## config.mk

```make
export PLATFORM = sky130hd
export DESIGN_NAME = midi_channel_message_decoder_unit
export DESIGN_NICKNAME = d
export VERILOG_FILES = /design/src/mcmd_pkg.sv /design/src/mcmd_in_stage.sv /design/src/mcmd_core.sv /design/src/mcmd_out_stage.sv /design/src/midi_channel_message_decoder_unit.sv
export SDC_FILE = /design/constraint.sdc
export NUM_CORES = 1
export LEC_CHECK = 0
export CORE_MARGIN = 10
export CORE_UTILIZATION = 50
export DETAILED_ROUTE_END_ITERATION = 7
export DONT_BUFFER_PORTS = 1
export HOLD_SLACK_MARGIN = 0.06
export PLACE_DENSITY_LB_ADDON = 0.3
export SLEW_MARGIN = 10
export SYNTH_ARGS = -nofsm -noshare
export SYNTH_HDL_FRONTEND = slang
export SYNTH_SLANG_ARGS = --single-unit
export TNS_END_PERCENT = 10
```

## constraint.sdc

```tcl
create_clock -name clock -period 9.3 [get_ports clock]
set_clock_uncertainty 0.15 [all_clocks]
set_input_delay 1.86 -clock clock [delete_from_list [all_inputs] [get_ports clock]]
set_output_delay 1.86 -clock clock [all_outputs]
set_load 0.01 [all_outputs]
```

## src/mcmd_pkg.sv

```systemverilog
// Package for the MIDI channel message decoder: types, constants and the hertz table.
`default_nettype none
package mcmd_pkg;

   localparam int unsigned SYSEX_MAX_BYTES = 16;
   localparam int unsigned HDR_LEN = 5;
   localparam logic [4:0] COUNT_SAT = 5'd31;

   localparam int unsigned REQ_DATA_W = 8;
   localparam int unsigned RSP_DATA_W = 48;
   localparam int unsigned RSP_USER_W = 2;
   localparam int unsigned CSR_INDEX_W = 2;
   localparam int unsigned CSR_DATA_W = 7;

   localparam logic [7:0] ST_SYSEX_START = 8'hF0;
   localparam logic [7:0] ST_SYSEX_END = 8'hF7;
   localparam logic [7:0] ST_REALTIME = 8'hF8;
   localparam logic [3:0] KIND_NOTE_OFF = 4'h8;
   localparam logic [3:0] KIND_NOTE_ON = 4'h9;
   localparam logic [3:0] KIND_CTRL = 4'hB;
   localparam logic [3:0] KIND_PROGRAM = 4'hC;
   localparam logic [3:0] KIND_PRESSURE = 4'hD;

   typedef enum logic [1:0] {
      CSR_DEVICE_ID = 2'd0,
      CSR_MAKER_ID = 2'd1,
      CSR_GROUP_ID = 2'd2,
      CSR_CHANNEL_CMD = 2'd3
   } csr_index_type;

   typedef enum logic [1:0] {
      EV_NOTE_ON = 2'd0,
      EV_NOTE_RELEASE = 2'd1,
      EV_CTRL_CHANGE = 2'd2,
      EV_CHANNEL_SET = 2'd3
   } event_kind_type;

   typedef struct packed {
      logic [3:0] new_channel;
      logic [6:0] ctrl_value;
      logic [6:0] ctrl_number;
      logic [13:0] frequency_hz;
      logic [6:0] velocity;
      logic [6:0] note_number;
      event_kind_type event_kind;
   } result_type;

   localparam logic [13:0] HZ_ROM [128] = '{
      14'd8, 14'd8, 14'd9, 14'd9, 14'd10, 14'd10, 14'd11, 14'd12,
      14'd12, 14'd13, 14'd14, 14'd15, 14'd16, 14'd17, 14'd18, 14'd19,
      14'd20, 14'd21, 14'd23, 14'd24, 14'd25, 14'd27, 14'd29, 14'd30,
      14'd32, 14'd34, 14'd36, 14'd38, 14'd41, 14'd43, 14'd46, 14'd48,
      14'd51, 14'd54, 14'd58, 14'd61, 14'd65, 14'd69, 14'd73, 14'd77,
      14'd82, 14'd87, 14'd92, 14'd97, 14'd103, 14'd109, 14'd116, 14'd123,
      14'd130, 14'd138, 14'd146, 14'd155, 14'd164, 14'd174, 14'd184, 14'd195,
      14'd207, 14'd219, 14'd233, 14'd246, 14'd261, 14'd277, 14'd293, 14'd311,
      14'd329, 14'd349, 14'd369, 14'd391, 14'd415, 14'd440, 14'd466, 14'd493,
      14'd523, 14'd554, 14'd587, 14'd622, 14'd659, 14'd698, 14'd739, 14'd783,
      14'd830, 14'd880, 14'd932, 14'd987, 14'd1046, 14'd1108, 14'd1174, 14'd1244,
      14'd1318, 14'd1396, 14'd1479, 14'd1567, 14'd1661, 14'd1760, 14'd1864, 14'd1975,
      14'd2093, 14'd2217, 14'd2349, 14'd2489, 14'd2637, 14'd2793, 14'd2959, 14'd3135,
      14'd3322, 14'd3520, 14'd3729, 14'd3951, 14'd4186, 14'd4434, 14'd4698, 14'd4978,
      14'd5274, 14'd5587, 14'd5919, 14'd6271, 14'd6644, 14'd7040, 14'd7458, 14'd7902,
      14'd8372, 14'd8869, 14'd9397, 14'd9956, 14'd10548, 14'd11175, 14'd11839, 14'd12543
   };

endpackage
`default_nettype wire

```

## src/mcmd_in_stage.sv

```systemverilog
// Input register for received bytes.
`default_nettype none
module mcmd_in_stage (
   input  wire logic                              clock,
   input  wire logic                              reset,
   input  wire logic                              req_tvalid,
   output logic                                   req_tready,
   input  wire logic [mcmd_pkg::REQ_DATA_W-1:0]   req_tdata,
   input  wire logic                              take,
   output logic                                   byte_valid,
   output logic [7:0]                             byte_data
);
   import mcmd_pkg::*;

   logic       valid_ff, valid_in;
   logic [7:0] data_ff;

   assign req_tready = !valid_ff || take;
   assign valid_in = (req_tvalid && req_tready) ? 1'b1 : (take ? 1'b0 : valid_ff);

   always_ff @(posedge clock) begin
      if (reset) begin
         valid_ff <= 1'b0;
      end else begin
         valid_ff <= valid_in;
      end
   end

   always_ff @(posedge clock) begin
      if (req_tvalid && req_tready) begin
         data_ff <= req_tdata;
      end
   end

   assign byte_valid = valid_ff;
   assign byte_data = data_ff;
endmodule
`default_nettype wire

```

## src/mcmd_core.sv

```systemverilog
// Decoder state, configuration registers and per-byte decode logic.
`default_nettype none
module mcmd_core (
   input  wire logic                               clock,
   input  wire logic                               reset,
   input  wire logic                               csr_we,
   input  wire logic [mcmd_pkg::CSR_INDEX_W-1:0]   csr_index,
   input  wire logic [mcmd_pkg::CSR_DATA_W-1:0]    csr_wdata,
   input  wire logic                               take,
   input  wire logic [7:0]                         byte_data,
   output logic                                    res_valid,
   output mcmd_pkg::result_type                    res_data
);
   import mcmd_pkg::*;

   logic [6:0] device_id_ff, maker_id_ff, group_id_ff, channel_cmd_ff;

   logic [3:0] listen_ff, listen_in;
   logic       capture_ff, capture_in;
   logic       sysex_ff, sysex_in;
   logic [4:0] count_ff, count_in;
   logic [7:0] running_ff, running_in;
   logic [6:0] first_ff, first_in;
   logic [6:0] last_note_ff, last_note_in;
   logic [6:0] header_ff [HDR_LEN];

   logic       hdr_we;
   logic [8:0] total;
   logic       sysex_ok;
   logic [6:0] chan_val;
   logic [3:0] kind;

   always_ff @(posedge clock) begin
      if (reset) begin
         device_id_ff <= 7'd0;
         maker_id_ff <= 7'd68;
         group_id_ff <= 7'd3;
         channel_cmd_ff <= 7'd0;
      end else if (csr_we) begin
         case (csr_index_type'(csr_index))
            CSR_DEVICE_ID: device_id_ff <= csr_wdata;
            CSR_MAKER_ID: maker_id_ff <= csr_wdata;
            CSR_GROUP_ID: group_id_ff <= csr_wdata;
            CSR_CHANNEL_CMD: channel_cmd_ff <= csr_wdata;
            default: ;
         endcase
      end
   end

   assign kind = running_ff[7:4];
   assign total = {4'd0, count_ff} + 9'd2;
   assign chan_val = header_ff[4];
   assign sysex_ok = (count_ff >= 5'(HDR_LEN)) && (count_ff < COUNT_SAT) &&
                     (total < 9'(SYSEX_MAX_BYTES)) &&
                     (header_ff[0] == maker_id_ff) && (header_ff[1] == group_id_ff) &&
                     (header_ff[2] == device_id_ff) && (header_ff[3] == channel_cmd_ff) &&
                     (chan_val >= 7'd1) && (chan_val <= 7'd16);

   always_comb begin
      listen_in = listen_ff;
      capture_in = capture_ff;
      sysex_in = sysex_ff;
      count_in = count_ff;
      running_in = running_ff;
      first_in = first_ff;
      last_note_in = last_note_ff;
      hdr_we = 1'b0;
      res_valid = 1'b0;
      res_data = '0;
      if (byte_data >= ST_REALTIME) begin
         // real-time bytes leave everything alone
      end else if (byte_data[7]) begin
         if (byte_data == ST_SYSEX_END && sysex_ff) begin
            sysex_in = 1'b0;
            if (sysex_ok) begin
               listen_in = 4'(chan_val - 7'd1);
               res_valid = 1'b1;
               res_data.event_kind = EV_CHANNEL_SET;
               res_data.new_channel = 4'(chan_val - 7'd1);
            end
         end else begin
            sysex_in = 1'b0;
            if (byte_data == ST_SYSEX_START) begin
               sysex_in = 1'b1;
               capture_in = 1'b0;
               count_in = 5'd0;
            end else if (byte_data < ST_SYSEX_START && byte_data[3:0] == listen_ff) begin
               capture_in = 1'b1;
               running_in = byte_data;
               count_in = 5'd0;
            end else begin
               capture_in = 1'b0;
            end
         end
      end else if (sysex_ff) begin
         hdr_we = count_ff < 5'(HDR_LEN);
         if (count_ff < COUNT_SAT) begin
            count_in = count_ff + 5'd1;
         end
      end else if (capture_ff) begin
         if (kind == KIND_PROGRAM || kind == KIND_PRESSURE) begin
            count_in = 5'd0;
         end else if (count_ff == 5'd0) begin
            first_in = byte_data[6:0];
            count_in = 5'd1;
         end else begin
            count_in = 5'd0;
            case (kind)
               KIND_NOTE_ON: begin
                  last_note_in = first_ff;
                  res_valid = 1'b1;
                  res_data.event_kind = EV_NOTE_ON;
                  res_data.note_number = first_ff;
                  res_data.velocity = byte_data[6:0];
                  res_data.frequency_hz = HZ_ROM[first_ff];
               end
               KIND_NOTE_OFF: begin
                  if (first_ff == last_note_ff) begin
                     res_valid = 1'b1;
                     res_data.event_kind = EV_NOTE_RELEASE;
                     res_data.note_number = first_ff;
                  end
               end
               KIND_CTRL: begin
                  res_valid = 1'b1;
                  res_data.event_kind = EV_CTRL_CHANGE;
                  res_data.ctrl_number = first_ff;
                  res_data.ctrl_value = byte_data[6:0];
               end
               default: ;
            endcase
         end
      end
   end

   always_ff @(posedge clock) begin
      if (reset) begin
         listen_ff <= 4'd0;
         capture_ff <= 1'b0;
         sysex_ff <= 1'b0;
         count_ff <= 5'd0;
         running_ff <= 8'd0;
         first_ff <= 7'd0;
         last_note_ff <= 7'd0;
      end else if (take) begin
         listen_ff <= listen_in;
         capture_ff <= capture_in;
         sysex_ff <= sysex_in;
         count_ff <= count_in;
         running_ff <= running_in;
         first_ff <= first_in;
         last_note_ff <= last_note_in;
      end
   end

   always_ff @(posedge clock) begin
      if (take && hdr_we) begin
         header_ff[count_ff[2:0]] <= byte_data[6:0];
      end
   end
endmodule
`default_nettype wire

```

## src/mcmd_out_stage.sv

```systemverilog
// Result register and stall control towards the result channel.
`default_nettype none
module mcmd_out_stage (
   input  wire logic                              clock,
   input  wire logic                              reset,
   input  wire logic                              byte_valid,
   output logic                                   take,
   input  wire logic                              res_valid,
   input  wire mcmd_pkg::result_type              res_data,
   output logic                                   rsp_tvalid,
   input  wire logic                              rsp_tready,
   output logic [mcmd_pkg::RSP_DATA_W-1:0]        rsp_tdata,
   output logic [mcmd_pkg::RSP_USER_W-1:0]        rsp_tuser
);
   import mcmd_pkg::*;

   logic       valid_ff, valid_in;
   result_type data_ff;

   assign take = byte_valid && (!valid_ff || rsp_tready);
   assign valid_in = take ? res_valid : (rsp_tready ? 1'b0 : valid_ff);

   always_ff @(posedge clock) begin
      if (reset) begin
         valid_ff <= 1'b0;
      end else begin
         valid_ff <= valid_in;
      end
   end

   always_ff @(posedge clock) begin
      if (take && res_valid) begin
         data_ff <= res_data;
      end
   end

   assign rsp_tvalid = valid_ff;
   assign rsp_tuser = data_ff.event_kind;
   assign rsp_tdata = {2'b00, data_ff.new_channel, data_ff.ctrl_value, data_ff.ctrl_number,
                       data_ff.frequency_hz, data_ff.velocity, data_ff.note_number};
endmodule
`default_nettype wire

```

## src/midi_channel_message_decoder_unit.sv

```systemverilog
// Top level of the MIDI channel message decoder.
// Usage:
//  req_* carries one received MIDI byte per transfer in req_tdata[7:0].
//  rsp_* carries at most one event per byte: event kind in rsp_tuser, the
//  event fields in rsp_tdata. Fields not used by an event read as zero.
//  csr_* writes device, maker, group and channel-command registers; the user
//  must write them only while no byte is in flight, which the block does not enforce.
// Order: rsp_tvalid rises once a req byte has passed the input register, the
//  decode step and the result register. Throughput: one byte per cycle while
//  results are taken, set by the single decode step between the two registers;
//  bytes that give no event pass through at the same rate.
// Reset (synchronous, high): listened channel 0, capture and exclusive
//  collection off, registers to their defaults, both stages empty.
// Stall: while rsp_tready is low with a result held, the decode stage stops;
//  at most one more byte is taken into the input register, then req_tready drops.
`default_nettype none
module midi_channel_message_decoder_unit (
   input  wire logic                               clock,
   input  wire logic                               reset,
   input  wire logic                               req_tvalid,
   output logic                                    req_tready,
   // [7:0] rx_byte
   input  wire logic [mcmd_pkg::REQ_DATA_W-1:0]    req_tdata,
   output logic                                    rsp_tvalid,
   input  wire logic                               rsp_tready,
   // [6:0] note_number, [13:7] velocity, [27:14] frequency_hz,
   // [34:28] ctrl_number, [41:35] ctrl_value, [45:42] new_channel
   output logic [mcmd_pkg::RSP_DATA_W-1:0]         rsp_tdata,
   // [1:0] event_kind
   output logic [mcmd_pkg::RSP_USER_W-1:0]         rsp_tuser,
   input  wire logic                               csr_we,
   input  wire logic [mcmd_pkg::CSR_INDEX_W-1:0]   csr_index,
   input  wire logic [mcmd_pkg::CSR_DATA_W-1:0]    csr_wdata
);
   import mcmd_pkg::*;

   logic       take;
   logic       byte_valid;
   logic [7:0] byte_data;
   logic       res_valid;
   result_type res_data;

   mcmd_in_stage u_in (
      .clock(clock), .reset(reset),
      .req_tvalid(req_tvalid), .req_tready(req_tready), .req_tdata(req_tdata),
      .take(take), .byte_valid(byte_valid), .byte_data(byte_data)
   );

   mcmd_core u_core (
      .clock(clock), .reset(reset),
      .csr_we(csr_we), .csr_index(csr_index), .csr_wdata(csr_wdata),
      .take(take), .byte_data(byte_data),
      .res_valid(res_valid), .res_data(res_data)
   );

   mcmd_out_stage u_out (
      .clock(clock), .reset(reset),
      .byte_valid(byte_valid), .take(take),
      .res_valid(res_valid), .res_data(res_data),
      .rsp_tvalid(rsp_tvalid), .rsp_tready(rsp_tready),
      .rsp_tdata(rsp_tdata), .rsp_tuser(rsp_tuser)
   );
endmodule
`default_nettype wire

```

==> results.txt, run 1 <==
- The worst path needs about 4.4 ns of the cycle, external delays included.
* DRT Wirelength: between 15000 and 20000 um
* Most frequently used flop master after synthesis: edfxtp_1
* Fraction of layout instances using a drive strength above 1: roughly 7.6%
- Detailed Place HPWL: between 10000 and 15000 um
- Leakage: 2.718 nW
- Iteration-0 DRC count of the detailed router: 835
- Data on the critical path is required at its endpoint by ~7.3 ns.
- Layout net count: approximately 730
- For this run, asynchronously set or reset flops after synthesis account for 0%.
- The number of global-route vias before repair is 5086.
* Peak fanout along the critical path: 5
* Maximum number of pins on one net before global-route repair: 60
- Slowest library cell on the worst path: nor2b_1
- Category of the critical setup timing path: primary input to primary output
- Summing all multi-input logic gate instances after layout gives roughly 3200 sq um.
- The final route contains roughly 5400 vias.
- Synthesis instantiated 67 different standard cells from the library.
- Die boundary height: about 140 um
- CP max stage delay: 0.36 ns
* Tightest Hold Check Type: register to register
- Critical path capture point type: primary output
- For this design the ratio of total power to cell area is between 150 and 200 nW/um^2.
- The area growth from synthesis to layout is 8.476%.
- Overflow after GRT: 0
- Run status: finished clean
- The tree is rooted in a clkbuf_16.
* I/O pins: 74
* Post-synth top area cell: edfxtp_1
- The critical path contains buffers and inverters numbering 0 combined.
- Summed over all failing endpoints, the final setup total negative slack is 0 ns.
- The clock passes through at most 2 buffers.
* Leading cell type by number of instances after synthesis: nor2_1
- STA classifies the critical path startpoint as a primary input.
* Number of hold-slack violations in the final timing report: 0
* Reg area: between 3000 and 4000 sq um
* Count of nets left with antenna violations after detail routing: 0
* CTS HTree Levels: 4
- Standard-cell row count: 44
- The worst register-to-register path has a setup slack of around 5.8 ns.
* Endpoint of the worst hold-timing path: u_core.group_id_ff[3]
- Largest cells by area after synthesis: edfxtp_1 (37%), dfxtp_1 (16%), mux2i_1 (5.5%)
- Global-route wire length before repair: roughly 28000 um
- Count of cells resized by post-cts repair: 0
- Total iterations of the first detailed-routing run: 7
- A synthesized cell averages between 10 and 15 sq um.
- Port buffering added 0 buffers.
* Clock Sink Count: 150
* Number of antenna violations at the first check in global routing: 0
* Endpoint arrival time on the critical path: 2.43 ns
- For the worst-skew pair, the clock arrives at the later sink with an insertion delay of between 0.4 and 0.5 ns.
- Pin slew with the least headroom to its limit: around 1.0 ns
- The number of clock buffers added by TritonCTS is 17.
* Starting Density: 50.89%
- Setup repair after global routing left no endpoint under its margin.
- The startpoint identified for the worst hold timing path is u_core.group_id_ff[3].
- The critical path goes through nor2b_1 > nand2_1.
- Post-CTS timing repair inserted 0 buffers for setup.
- Global routing used 17.99% of the available tracks.
* FILL cells: between 1000 and 1500
- Diode insertion count for antenna repair: 0
- The die is 141.6 um wide.
- Synth top cells by count: nor2_1 (99), edfxtp_1 (91), dfxtp_1 (59), nand2_1 (45)
- Across all hold checks on the routed design, the worst slack comes to roughly 0.31 ns.
* Cell family with most CP delay: simple AND/OR/NAND/NOR gates
- Netlist area before placement: around 7400 sq um
- CTS Hold Bufs: 0
- Final-report setup violation count: 0
- Yosys printed 0 warnings.
- In this run, synthesis inferred 91 flip-flops with an integrated enable.
* Maximum clock rate: about 0.23 GHz
- In this run the standard cell core region covers 14530 sq um.
- Sequential elements use between 50% and 60% of the synthesized area.
* Hold Path Cell Cnt: 2
- Worst slew margin relative to its limit: about 31%
* Vias per inst: 6.093
- Clock-pin slew was measured on the worst setup and hold paths at 0.06 ns.
- The synthesized design contains 150 register bits.
- Dividing the detail-routed wire length by the instance count gives ~21 um.
- Final worst path period share: between 40% and 50%
- Counting every instance in the synthesized netlist gives between 700 and 800.
- Utilization of the core after routing: between 50% and 60%
* Reg2Reg Depth: 6
* RR Startpoint: u_in.byte_data[7]
- Capture point of the worst reg-to-reg path: u_out.rsp_tdata[21]
* Slew Viols, Final: 0
* Worst IR Drop VDD: about 0.19 mV
* Global placer's final weighted congestion: approximately 0.93
* Clock tree from TritonCTS: yes
- The die covers between 20000 and 25000 sq um.
* Maximum Capacitance Violations: 0
- Share of the synthesized area in the top cell type: 36.95%
- In the routed design, unresolved DRC markers number 0.
==> cell families after synthesis <==
logic type	count (synthesis)	synth area share, %
flops	150	52.92
other cells	1	0.05070
xor+xnor	43	5.092
fa+ha+maj	12	2.030
compound gates	132	11.79
simple gates	265	17.51
buf+inv	71	3.993
mux	45	6.615
==> stage by stage <==
| step | area (sq um) | setup WS (ns) | instances | power (mW) |
|---|---|---|---|---|
| 3_5_place_dp | 7466 | 4.772 | 858 | 0.7667 |
| 2_1_floorplan | 7400 | 5.037 | 720 | 0.7581 |
| 3_3_place_gp | 7466 | 4.830 | 858 | 0.7655 |
| 6_report | 8023 | 4.860 | 890 | 1.405 |
| 4_1_cts | 8023 | 4.837 | 890 | 1.408 |
| 5_1_grt | 8023 | 4.786 | 890 | 1.443 |
==> per-layer routing <==
| layer | wire, um | vias to the layer above | part of all wire, % | GRT usage (%) |
|---|---|---|---|---|
| met5 | 0 | - | 0 | 0 |
| met4 | 442 | 0 | 2.4 | 6.778 |
| met2 | 9072 | 271 | 49 | 29.94 |
| met3 | 1224 | 44 | 6.6 | 4.473 |
| li1 | - | 2529 | - | - |
| met1 | 7785 | 2579 | 42 | 22.01 |
==> flip-flops by register name, summed over array words and instances (netlist names), 4 cells and up <==
name                   flops
u_core.last_note_ff        7
u_core.device_id_ff        7
u_core.first_ff            7
u_core.running_ff          4
u_core.maker_id_ff         7
u_out.rsp_tdata           46
u_core.listen_ff           4
u_in.byte_data             8
u_core.header_ff          35
u_core.count_ff            5
u_core.group_id_ff         7
u_core.channel_cmd_ff      7
==> placed cells by master (no fill, tap or decap), types with 7 or more instances in the layout <==
| master | synthesis | final |
|---|---|---|
| nor3_1 | 21 | 21 |
| nor2b_1 | 7 | 7 |
| edfxtp_1 | 91 | 91 |
| o21ai_0 | 30 | 30 |
| nor2_1 | 99 | 99 |
| nor4_1 | 13 | 13 |
| a21oi_1 | 32 | 32 |
| xor2_1 | 38 | 38 |
| nand2_1 | 45 | 45 |
| inv_1 | 17 | 17 |
| dfxtp_1 | 59 | 59 |
| and2_1 | 27 | 27 |
| buf_4 | 4 | 8 |
| nand4_1 | 8 | 8 |
| clkbuf_16 | 0 | 17 |
| mux2i_1 | 41 | 41 |
| nand2b_1 | 8 | 8 |
| nand3b_1 | 7 | 7 |
| a211oi_1 | 13 | 13 |
| a31oi_1 | 7 | 7 |
| nand3_1 | 9 | 9 |
| ha_1 | 12 | 12 |
==> report_power, final <==
group | switching [mW] | internal, mW | total [mW]
combinational | 0.0140 | 0.0114 | 0.0255
sequential | 0.0174 | 0.710 | 0.728
clock | 0.269 | 0.382 | 0.652
total | 0.301 | 1.10 | 1.40
==> worst max-delay path by stage <==
stage,endpoint,slack [ns],from,depth (start not counted)
3_3_place_gp,req_tready,4.83,rsp_tready,2
2_1_floorplan,req_tready,5.04,rsp_tready,2
6_report,req_tready,4.86,rsp_tready,2
4_1_cts,req_tready,4.84,rsp_tready,2
5_1_grt,req_tready,4.79,rsp_tready,2
3_5_place_dp,u_core.header_ff[1][5],4.77,rsp_tready,6
==> final cells by class <==
type	count	share of cell area [%]
multi-input cells	499	39.86
clock inverters	11	1.201
clock buffers	21	5.739
flip-flops and latches	150	48.78
well taps	184	2.870
inverters	17	0.7954
repair buffers	8	0.7486
Power figures use the tool's default switching activity.
==> inputs of run 2 (changes only) <==
--- a/config.mk
+++ b/config.mk
@@ -5,6 +5,7 @@
 export SDC_FILE = /design/constraint.sdc
 export NUM_CORES = 1
 export LEC_CHECK = 0
+export ABC_AREA = 1
 export CORE_MARGIN = 10
 export CORE_UTILIZATION = 50
 export DETAILED_ROUTE_END_ITERATION = 7
==> constraint.sdc (replaced) <==
create_clock -name clock -period 4.3 [get_ports clock]
set_clock_uncertainty 0.15 [all_clocks]
set_input_delay 0.86 -clock clock [delete_from_list [all_inputs] [get_ports clock]]
set_output_delay 0.86 -clock clock [all_outputs]
set_load 0.01 [all_outputs]
==> run 2 against run 1 <==
Sequential share of layout area shrank 2.6 points. Design area grew 5.6%. Final cell count grew 25%. Combinational power grew to 4.5 times the previous value. Routed wire length grew 17%. Non-clock buffer count grew 4. Highest routed layer unchanged. Global-route usage grew 3.0 points. Clock-buffer cell count shrank 4. Largest cell class unchanged.
==> results.txt, run 2 <==
- Count of input and output buffers: 0 (unchanged)
- The data arrival time at the worst-slack endpoint was 2.93 ns (was 2.43 ns).
* Tightest Hold Check Type: register to register (unchanged)
- Sort of element at the start of the critical path: register (was primary input)
- Fraction of layout instances using a drive strength above 1: 9.426% (was 7.649%)
* Total number of vias: 6478 (was 5423)
* Leading cell type in the layout, fill and taps excluded: nand2_1 (was nor2_1)
- Count of nets left with antenna violations after detail routing: 0 (unchanged)
- The top-level I/O count is 74 (unchanged).
- Most frequently used flop master after synthesis: edfxtp_1 (unchanged)
- Remaining design rule violation count: 0 (unchanged)
- The number of global-route vias before repair came to 5832 (was 5086).
- The power consumption came to 3.268 mW (was 1.405 mW).
- The overflow left after global routing was 0 (unchanged).
* Switching fraction of total power: 21.97% (was 21.42%)
- The clock tree root driver cell is clkbuf_16 (unchanged).
* Global-route wire length before repair: 33150 um (was 28390 um)
- Number of flip-flops in the largest register: 46 (unchanged)
- Category of the critical setup timing path: register to register (was primary input to primary output)
- Post-synth top area cell: edfxtp_1 (unchanged)
- Diode insertion count for antenna repair: 0 (unchanged)
* Final-report setup violation count: 0 (unchanged)
- Overall die width: 144.0 um (was 141.6 um)
- The growth of design area from synthesis to finish is 10.15% (was 8.476%).
- The largest driver fanout on the critical path is 48 (was 5).
- Based on the critical path, the design can be clocked at up to approximately 0.33 GHz.
* Synth top cells by count: nand2_1 (185), inv_1 (110), edfxtp_1 (91), nor2_1 (88), a21oi_1 (75) (was nor2_1 (99), edfxtp_1 (91), dfxtp_1 (59), nand2_1 (45))
* Share of power burned in registers: 48.2% (was 51.8%)
- Total Routing Usage GR: 20.98% (was 17.99%)
- P_int: 2.550 mW (was 1.104 mW)
- Critical path capture point type: register (was primary output)
- Iteration-0 DRC count of the detailed router: 725 (was 835)
* Portion of total power attributed to the clock network: 48.4% (was 46.4%)
- The average wire per standard cell is 19.45 um (was 20.82 um).
- The CTS clock-pin slew for the worst setup and hold paths is 0.06 ns (about the same).
* Utilization of the core after routing: 55.92% (was 55.20%)
- Number of antenna violations at the first check in global routing: 0 (unchanged)
* Post-synth EDFFs: 91 (unchanged)
- The maximum number of pins on one net before global-route repair came to 49 (was 60).
- The synthesis warning total came to 0 (unchanged).
- DRT Wirelength: 21610 um (was 18530 um)
- The final setup TNS is 0 ns (unchanged).
* Die Footprint: 20740 sq um (was 20060 sq um)
- Global placer's final weighted congestion: 0.9677 (was 0.9274)
- The power density over the cells came to 385.8 nW/um^2 (was 175.1 nW/um^2).
- The core region area is 15150 sq um (was 14530 sq um).
- Largest cells by area after synthesis: edfxtp_1 (36%), dfxtp_1 (15%), nand2_1 (9.0%) (was edfxtp_1 (37%), dfxtp_1 (16%), mux2i_1 (5.5%)).
* Setup repair after global routing missed its margin: no (unchanged)
- DP Area: 7840 sq um (was 7466 sq um)
- The gate count after technology mapping was 909 (was 719).
- Slew Viols, Final: 0 (unchanged)
* Layout net count: 944 (was 727)
- The placed wire-length estimate after detailed placement was 15720 um (was 12590 um).
- The data required time of the worst path is 4.19 ns (was 7.29 ns).
- The number of different library cells in the post-synthesis netlist came to 51 (was 67).
* Number of clock buffers inserted by TritonCTS: 17 (unchanged)
- The final instance area was 8469 sq um (was 8023 sq um).
- Die boundary height: 144.0 um (was 141.6 um)
- Post-CTS Setup Bufs: 0 (unchanged)
- The peak ir drop on the vdd network is 0.2475 mV (was 0.1894 mV).
* Vias per inst: 5.831 (was 6.093)
- Share of the synthesized area in the top cell type: 35.54% (was 36.95%)
- FILL cells: 1332 (was 1276)
* Netlist area before placement: 7689 sq um (was 7396 sq um)
- The count of maximum capacitance violations is 0 (unchanged).
- Pin slew with the least headroom to its limit: 0.9745 ns (was 1.027 ns)
- The power share of the combinational group is 3.5% (was 1.8%).
- Count of cells resized by post-cts repair: 0 (unchanged)
- Fraction of synthesis flops using an asynchronous set or reset pin: 0% (unchanged)
- The tightest slew margin relative to the limit was 35.03% (was 30.98%).
- The routed design could run at a clock period as short as around 3.0 ns.
- Portion of the post-synthesis area used by sequential elements: 50.90% (was 52.92%)
- The number of standard-cell rows in the floorplan is 45 (was 44).
* Total iterations of the first detailed-routing run: 5 (was 7)
* Number of hold-slack violations in the final timing report: 0 (unchanged)
* Run status: finished clean (unchanged)
* Seq cells post-synth: 150 (unchanged)
- The net switching power came to 0.7180 mW (was 0.3008 mW).
- Leakage: 3.307 nW (was 2.718 nW)
* Number of buffers between clock root and the deepest sink: 2 (unchanged)
* Starting Density: 50.76% (was 50.89%)
* Leading cell types in the layout, fill and taps excluded: nand2_1 (185), inv_1 (109), edfxtp_1 (91) (was nor2_1 (99), edfxtp_1 (91), dfxtp_1 (59))
- The TritonCTS clock tree was yes (unchanged).
* CTS HTree Levels: 4 (unchanged)
- The cell with the most instances after synthesis was nand2_1 (was nor2_1).
- Final worst path period share: a little over two thirds
- Later-pin clock latency in the skew report: 0.43 ns (was 0.42 ns)
- The number of hold-repair buffers added at the cts stage came to 0 (unchanged).
* Clock Sink Count: 150 (unchanged)
- The mean post-synth cell area came to 8.458 sq um (was 10.29 sq um).
run 2: changes by cell type after synthesis, sizes merged, moves of 27 or more:
cell    previous run  this run
and2              27         0
nand3              9        42
nand2             45       187
inv               17       120
mux2i             41         1
xor2              38         4
o21ai             30        76
clkbuf            42        13
a21oi             33        77
run 2: metal layers:
metal / part of all wire [%] / up-vias / GRT usage (%)
li1: - / 3077 / -
met1: 45 / 3026 / 30.03
met2: 44 / 344 / 30.49
met3: 9.7 / 31 / 5.116
met4: 1.5 / 0 / 6.448
met5: 0 / - / 0
run 2: cell type report:
cell class	instances	area (sq um)	area share [%]
sequential	150	3914	46.21
multi-input combinational	606	3139	37.07
inverter	123	461.7	5.451
clock buffer	17	425.4	5.023
tap	188	235.2	2.777
clock inverter	15	203.9	2.408
timing repair buffer	12	90.09	1.064
run 2: worst paths after layout:
path | start | to | cells past startpoint | slack (ns)
worst max-delay path | u_in.byte_data[7] | u_out.rsp_tdata[43] | 8 | 1.26
worst max register to register | u_in.byte_data[7] | u_out.rsp_tdata[43] | 8 | 1.26
worst min register to register | u_core.last_note_ff[3] | u_core.last_note_ff[3] | 2 | 0.31
worst min-delay path | u_core.last_note_ff[3] | u_core.last_note_ff[3] | 2 | 0.31
run 2: cells by family (layout without fill, tap and decap cells):
group	Yosys count	count (layout)	share of synthesized area (%)
mux	1	1	0.1302
xor+xnor	14	14	1.595
fa+ha+maj	12	12	1.953
flops	150	150	50.90
other cells	1	2	0.04877
compound gates	189	189	13.93
buf+inv	154	167	8.316
simple gates	388	388	23.12
run 2: critical path, stage by stage (launching register included):
cell	delay, ns
edfxtp_1	0.74
nand4_2	0.27
nor2_4	0.20
nand3_2	0.10
nor2_4	0.15
nand2_2	0.08
nand3_1	0.11
nand2_1	0.11
inv_2	0.70
run 2: power groups by stage:
stage,sequential [mW],combinational [mW],clock [mW]
floorplan,1.59,0.0873,0
global placement,1.60,0.109,0
detailed placement,1.60,0.111,0
CTS,1.57,0.111,1.59
global route,1.58,0.125,1.66
finish,1.57,0.114,1.58
run 2: stage by stage:
stage	setup slack [ns]	hold WS [ns]	instances
floorplan	1.472	0.2855	910
global placement	1.361	0.2966	1079
detailed placement	1.272	0.3053	1079
CTS	1.266	0.3140	1111
global route	1.068	0.3242	1111
finish	1.262	0.3100	1111
